`src/rtl/utf8sd_pkg.sv`:
```
// shared types, constants and lead byte decode for the utf-8 stream decoder
package utf8sd_pkg;

  localparam int unsigned BYTE_W = 8;
  localparam int unsigned CP_W   = 31;
  localparam int unsigned LEN_W  = 3;
  localparam int unsigned PAY_W  = 6;

  typedef enum logic [1:0] {
    STATUS_OK       = 2'd0,
    STATUS_BAD_LEAD = 2'd1,
    STATUS_BAD_CONT = 2'd2
  } status_t;

  // sequence length from the lead byte prefix, 0 when it cannot lead
  function automatic logic [LEN_W-1:0] lead_length(input logic [BYTE_W-1:0] b);
    logic [LEN_W-1:0] len;
    len = 3'd0;
    if ((b & 8'h80) == 8'h00)      len = 3'd1;
    else if ((b & 8'hE0) == 8'hC0) len = 3'd2;
    else if ((b & 8'hF0) == 8'hE0) len = 3'd3;
    else if ((b & 8'hF8) == 8'hF0) len = 3'd4;
    else if ((b & 8'hFC) == 8'hF8) len = 3'd5;
    else if ((b & 8'hFE) == 8'hFC) len = 3'd6;
    return len;
  endfunction

  function automatic logic [BYTE_W-2:0] lead_payload_mask(input logic [LEN_W-1:0] len);
    logic [BYTE_W-2:0] m;
    case (len)
      3'd1:    m = 7'h7F;
      3'd2:    m = 7'h1F;
      3'd3:    m = 7'h0F;
      3'd4:    m = 7'h07;
      3'd5:    m = 7'h03;
      3'd6:    m = 7'h01;
      default: m = 7'h00;
    endcase
    return m;
  endfunction

endpackage

```
`src/rtl/utf8_stream_decoder.sv`:
```
// utf-8 stream decoder, six byte form, one byte per word in, one code point per word out
//
//   channel | handshake          | payload
//   --------+--------------------+-----------------------------------------
//   input   | in_valid, in_ready | data_byte[7:0]
//   output  | out_valid, out_ready | code_point[30:0], seq_length[2:0], status[1:0]
//
// one byte per cycle sustained while no result is held back by a stalled output; a byte
// is held in the input register and then decoded into the result register. reset clears
// all sequence state and both valid flags.
// a stalled output only holds the input register when the byte there would produce a
// result (a finished sequence or an invalid lead byte); other bytes keep flowing.
module utf8_stream_decoder
  import utf8sd_pkg::*;
(
  input  logic                 clk,
  input  logic                 rst,
  input  logic                 in_valid,
  output logic                 in_ready,
  input  logic [BYTE_W-1:0]    data_byte,
  output logic                 out_valid,
  input  logic                 out_ready,
  output logic [CP_W-1:0]      code_point,
  output logic [LEN_W-1:0]     seq_length,
  output logic [1:0]           status
);

  // input register
  logic              in_reg_valid;
  logic [BYTE_W-1:0] in_reg_byte;

  // sequence state
  logic [LEN_W-1:0] bytes_pending, bytes_pending_next;
  logic [LEN_W-1:0] total_length, total_length_next;
  logic [CP_W-1:0]  accumulator, accumulator_next;
  logic             continuation_error, continuation_error_next;

  // result register
  logic             res_valid;
  logic [CP_W-1:0]  res_cp;
  logic [LEN_W-1:0] res_len;
  status_t          res_status;

  logic             emit;
  logic [CP_W-1:0]  emit_cp;
  logic [LEN_W-1:0] emit_len;
  status_t          emit_status;
  logic             step;

  logic [LEN_W-1:0] lead_len;
  logic [CP_W-1:0]  shifted;

  always_comb begin
    lead_len = lead_length(in_reg_byte);
    shifted  = {accumulator[CP_W-PAY_W-1:0], in_reg_byte[PAY_W-1:0]};

    bytes_pending_next      = bytes_pending;
    total_length_next       = total_length;
    accumulator_next        = accumulator;
    continuation_error_next = continuation_error;
    emit        = 1'b0;
    emit_cp     = '0;
    emit_len    = '0;
    emit_status = STATUS_OK;

    if (bytes_pending == '0) begin
      if (lead_len == '0) begin
        emit        = 1'b1;
        emit_status = STATUS_BAD_LEAD;
      end else if (lead_len == 3'd1) begin
        emit     = 1'b1;
        emit_cp  = {{(CP_W-BYTE_W+1){1'b0}}, in_reg_byte[BYTE_W-2:0]};
        emit_len = 3'd1;
        continuation_error_next = 1'b0;
      end else begin
        accumulator_next = {{(CP_W-BYTE_W+1){1'b0}},
                            in_reg_byte[BYTE_W-2:0] & lead_payload_mask(lead_len)};
        total_length_next       = lead_len;
        continuation_error_next = 1'b0;
        bytes_pending_next      = lead_len - 3'd1;
      end
    end else begin
      // low six bits count even when the top bits are wrong
      continuation_error_next = continuation_error | (in_reg_byte[7:6] != 2'b10);
      accumulator_next   = shifted;
      bytes_pending_next = bytes_pending - 3'd1;
      if (bytes_pending == 3'd1) begin
        emit        = 1'b1;
        emit_cp     = shifted;
        emit_len    = total_length;
        emit_status = continuation_error_next ? STATUS_BAD_CONT : STATUS_OK;
        accumulator_next        = '0;
        total_length_next       = '0;
        continuation_error_next = 1'b0;
      end
    end
  end

  assign step     = in_reg_valid && (!emit || !res_valid || out_ready);
  assign in_ready = !in_reg_valid || step;

  always_ff @(posedge clk) begin
    if (rst) begin
      in_reg_valid       <= 1'b0;
      res_valid          <= 1'b0;
      bytes_pending      <= '0;
      total_length       <= '0;
      accumulator        <= '0;
      continuation_error <= 1'b0;
    end else begin
      if (in_ready) begin
        in_reg_valid <= in_valid;
      end
      if (step) begin
        bytes_pending      <= bytes_pending_next;
        total_length       <= total_length_next;
        accumulator        <= accumulator_next;
        continuation_error <= continuation_error_next;
      end
      if (step && emit) begin
        res_valid <= 1'b1;
      end else if (out_ready) begin
        res_valid <= 1'b0;
      end
    end
  end

  always_ff @(posedge clk) begin
    if (in_ready && in_valid) begin
      in_reg_byte <= data_byte;
    end
    if (step && emit) begin
      res_cp     <= emit_cp;
      res_len    <= emit_len;
      res_status <= emit_status;
    end
  end

  assign out_valid  = res_valid;
  assign code_point = res_cp;
  assign seq_length = res_len;
  assign status     = res_status;

  // between sequences nothing is left over
  assert property (@(posedge clk) disable iff (rst)
    (bytes_pending == '0) |-> (total_length == '0 && !continuation_error))
    else $error("sequence state not cleared while idle");

  assert property (@(posedge clk) disable iff (rst)
    (bytes_pending != '0) |-> (bytes_pending < total_length && total_length <= 3'd6))
    else $error("pending count out of range for sequence length");

  assert property (@(posedge clk) disable iff (rst)
    (out_valid && status == STATUS_BAD_LEAD) |-> (code_point == '0 && seq_length == '0))
    else $error("invalid lead result carries data");

  assert property (@(posedge clk) disable iff (rst)
    (out_valid && status != STATUS_BAD_LEAD) |-> (seq_length != '0 && seq_length <= 3'd6))
    else $error("decoded result has bad length");

endmodule
```
`config.mk`:
```
export PLATFORM = sky130hd
export DESIGN_NAME = utf8_stream_decoder
export DESIGN_NICKNAME = d
export VERILOG_FILES = /design/src/rtl/utf8sd_pkg.sv /design/src/rtl/utf8_stream_decoder.sv
export SDC_FILE = /design/constraint.sdc
export NUM_CORES = 1
export LEC_CHECK = 0
export BUFFER_PORTS_ARGS = -buffer_cell sky130_fd_sc_hd__buf_2
export CAP_MARGIN = 30
export CORE_MARGIN = 3
export CORE_UTILIZATION = 50
export DETAILED_ROUTE_END_ITERATION = 12
export PLACE_DENSITY = 0.76
export SYNTH_ARGS = -nofsm -noshare
export SYNTH_HDL_FRONTEND = slang
export SYNTH_SLANG_ARGS = --single-unit
```
`constraint.sdc`:
```
create_clock -name clk -period 5.25 [get_ports clk]
set_clock_uncertainty 0.2 [all_clocks]
set_input_delay 0 -clock clk [delete_from_list [all_inputs] [get_ports clk]]
set_output_delay 0 -clock clk [all_outputs]
set_load 0.02 [all_outputs]
```
==> run metrics <==
outcome=finished, final reports clean; Final #Nets=roughly 370; main flop type after synthesis=edfxtp_1; initial detailed-routing violation count=between 200 and 300; Max-Cap Viols=0; CP endpoint kind=flop; min Tclk post-route=approximately 3.4 ns; die area=around 7700 sq um; RSZ-0062 raised after global routing=false; wire per inst=approximately 15 um; initial antenna violation count=0; Startpoint Class=flop; drt drc=0; Reg-to-Reg End=code_point[7]$_SDFFCE_PP0P_; FP Rows=29; Total GRT Usage=around 18%; first-pass GRT wire length=10,500 um; core area=~6400 sq um; Synth Warn #=0; Area growth, synth to finish=17.4%; worst-margin pin slew=0.973 ns; Max Clock Freq=slightly below 300 MHz; PostCTS Resize Cnt=0; arrival time at the worst endpoint=about 3.2 ns; VDD IR-drop max=0.192 mV; area leader, netlist=edfxtp_1; ANT cells=0; DIE HEIGHT=around 88 um; Mean Syn Cell Area=around 11 sq um; hold path depth=2; design area=roughly 4000 sq um; net count after synthesis=about 320; Hold/Removal Path Class=input pin to flop; Final Routed Wirelength=between 6000 and 7000 um; #FFs+latches synth=78; hold buffers post-CTS=12; final setup TNS=0 ns; Syn Inst Count=roughly 300; clock sinks=78; period utilization=about two thirds; final hold vios=0; router iterations before antenna repair=5; Post-CTS Setup Inserts=0; worst setup path start=in_reg_byte[3]$_DFFE_PP_; via count=between 2,000 and 2,500; Post-synth EDFFs=44; Netlist Area Pre-Place=~3300 sq um; Final ANT Viol Nets=0; CTS tree=built; # port buffers=49; number of global-route vias before repair=approximately 2,100; library cells used by synthesis=38; Clock Tree Buf Depth=2; largest net degree at the start of global routing=between 50 and 60; total CTS buffers=9; largest cells by area after synthesis=edfxtp_1, dfxtp_1, and2_1, nor4b_1, a21oi_1; FF-to-FF Start=in_reg_byte[3]$_DFFE_PP_; r2r setup slk=between 1.5 and 2 ns; async set-or-reset flop fraction in the synthesized netlist=0%; P per Cell Area=roughly 320 nW/um^2; critical path capture point=code_point[7]$_SDFFCE_PP0P_; layout cells sized above 1=20.1%; R2R cell count=9; final setup vio count=0; dpl hpwl=~4000 um; Fillers=533; DP Area=around 3600 sq um; clock latency on the worst-skew pair=0.35 ns; Pleak=between 1.5 and 2 nW; WS Path Type=flop to flop; CTS clk-pin slew, worst paths=approximately 0.080 ns; Die X=between 80 and 90 um; Slew Limit Fails=0; Worst Path Max Fanout=36; total gr overflow=0; # IOs=50; Initial Util=a little over half; register area share after synthesis=about three fifths; Root Buffer=clkbuf_8; Vias/cell=around 5.4; CP required=5.03 ns; Slew HR=a little over a third; H-tree level count=3; area share of the largest cell type after synthesis=approximately two fifths; routability cong.=around 0.94
==> cells by family after synthesis <==
logic type | after synthesis | share of synthesized area [%]
XOR/XNOR | 1 | 0.264
adder cells (fa/ha/maj) | 8 | 3.01
buffers and inverters | 30 | 4.40
AND/OR/NAND/NOR | 118 | 20.2
flip-flops | 78 | 60.2
multiplexers | 4 | 1.24
AO/OA/AOI/OAI | 56 | 10.6
==> layout by cell type (no fill, tap or decap), types with 2 or more instances in the layout <==
master	instances
buf_2	49
nor3_1	5
buf_4	2
o21ai_0	2
nand4_1	2
edfxtp_1	44
and2_1	31
clkbuf_8	9
nand2_1	13
dlygate4sd3_1	12
nor4b_1	20
nor2b_1	4
nand3_1	4
a21oi_1	32
nand2b_1	3
o41ai_1	2
mux2i_1	3
a31oi_1	5
clkinvlp_4	2
ha_1	8
nor2_1	30
o211ai_1	2
inv_1	10
dfxtp_1	34
a32oi_1	2
a21o_1	4
a211o_1	2
==> layer usage <==
layer	global-route usage, %	routed length, um	vias up
met5	0	0	-
met3	4.05	316	9
met2	26.6	3060	63
met4	7.25	113	0
li1	-	-	1162
met1	25.2	2900	1107
==> metrics by stage <==
| stage | hold WS [ns] | std cells | worst slack [ns] | util (%) | power [mW] |
|---|---|---|---|---|---|
| 2_1_floorplan | -0.101 | 295 | 1.40 | - | 0.793 |
| 3_3_place_gp | -0.0233 | 403 | 1.97 | 56.1 | 0.824 |
| 3_5_place_dp | -0.0214 | 403 | 1.87 | 56.1 | 0.827 |
| 4_1_cts | 0.158 | 431 | 1.85 | 61.1 | 1.27 |
| 5_1_grt | 0.168 | 431 | 1.55 | 61.1 | 1.32 |
| 6_report | 0.175 | 431 | 1.84 | 61.1 | 1.27 |
==> power breakdown <==
group          internal [mW]  switching [mW]
Sequential             0.668          0.0112
Clock                  0.222           0.222
Combinational         0.0460          0.0958
==> worst min path at each step <==
stage                 start                       end  slack (ns)
2_1_floorplan  data_byte[0]  in_reg_byte[0]$_DFFE_PP_       -0.10
3_3_place_gp   data_byte[7]  in_reg_byte[7]$_DFFE_PP_       -0.02
3_5_place_dp   data_byte[7]  in_reg_byte[7]$_DFFE_PP_       -0.02
4_1_cts        data_byte[1]  in_reg_byte[1]$_DFFE_PP_        0.16
5_1_grt        data_byte[2]  in_reg_byte[2]$_DFFE_PP_        0.17
6_report       data_byte[2]  in_reg_byte[2]$_DFFE_PP_        0.17
==> cell usage after synthesis (all sizes together) (5+ instances only) <==
cell type / n
nand2: 13
edfxtp: 44
clkbuf: 12
inv: 10
dfxtp: 34
nor3: 5
and2: 31
ha: 8
nor2: 31
buf: 8
nor4b: 20
a21oi: 32
a31oi: 5
==> final cells by class <==
type	instances	area, sq um	area share, %
inverter	10	37.5	0.962
tap	77	96.3	2.47
multi-input combinational	187	1190	30.5
clock buffer	10	128	3.27
sequential	78	2000	51.3
clock inverter	6	68.8	1.76
timing repair buffer	63	380	9.75
==> state kept, by name (all words and copies together), names as in the netlist <==
register	flops
in_reg_valid	1
accumulator	25
out_valid	1
seq_length	3
code_point	31
in_reg_byte	8
status	2
bytes_pending	3
total_length	3
continuation_error	1
==> worst max-delay path, cell delays in order, from the launching register on <==
cell and delay [ns]:
edfxtp_1 0.46, inv_1 0.08, o21ai_0 0.07, a31oi_1 0.49
ha_1 0.30, nor2_1 0.07, nor2_1 0.25, a21o_1 0.20
nand2_1 0.11, nor2_4 0.77
Power figures use the tool's default switching activity.
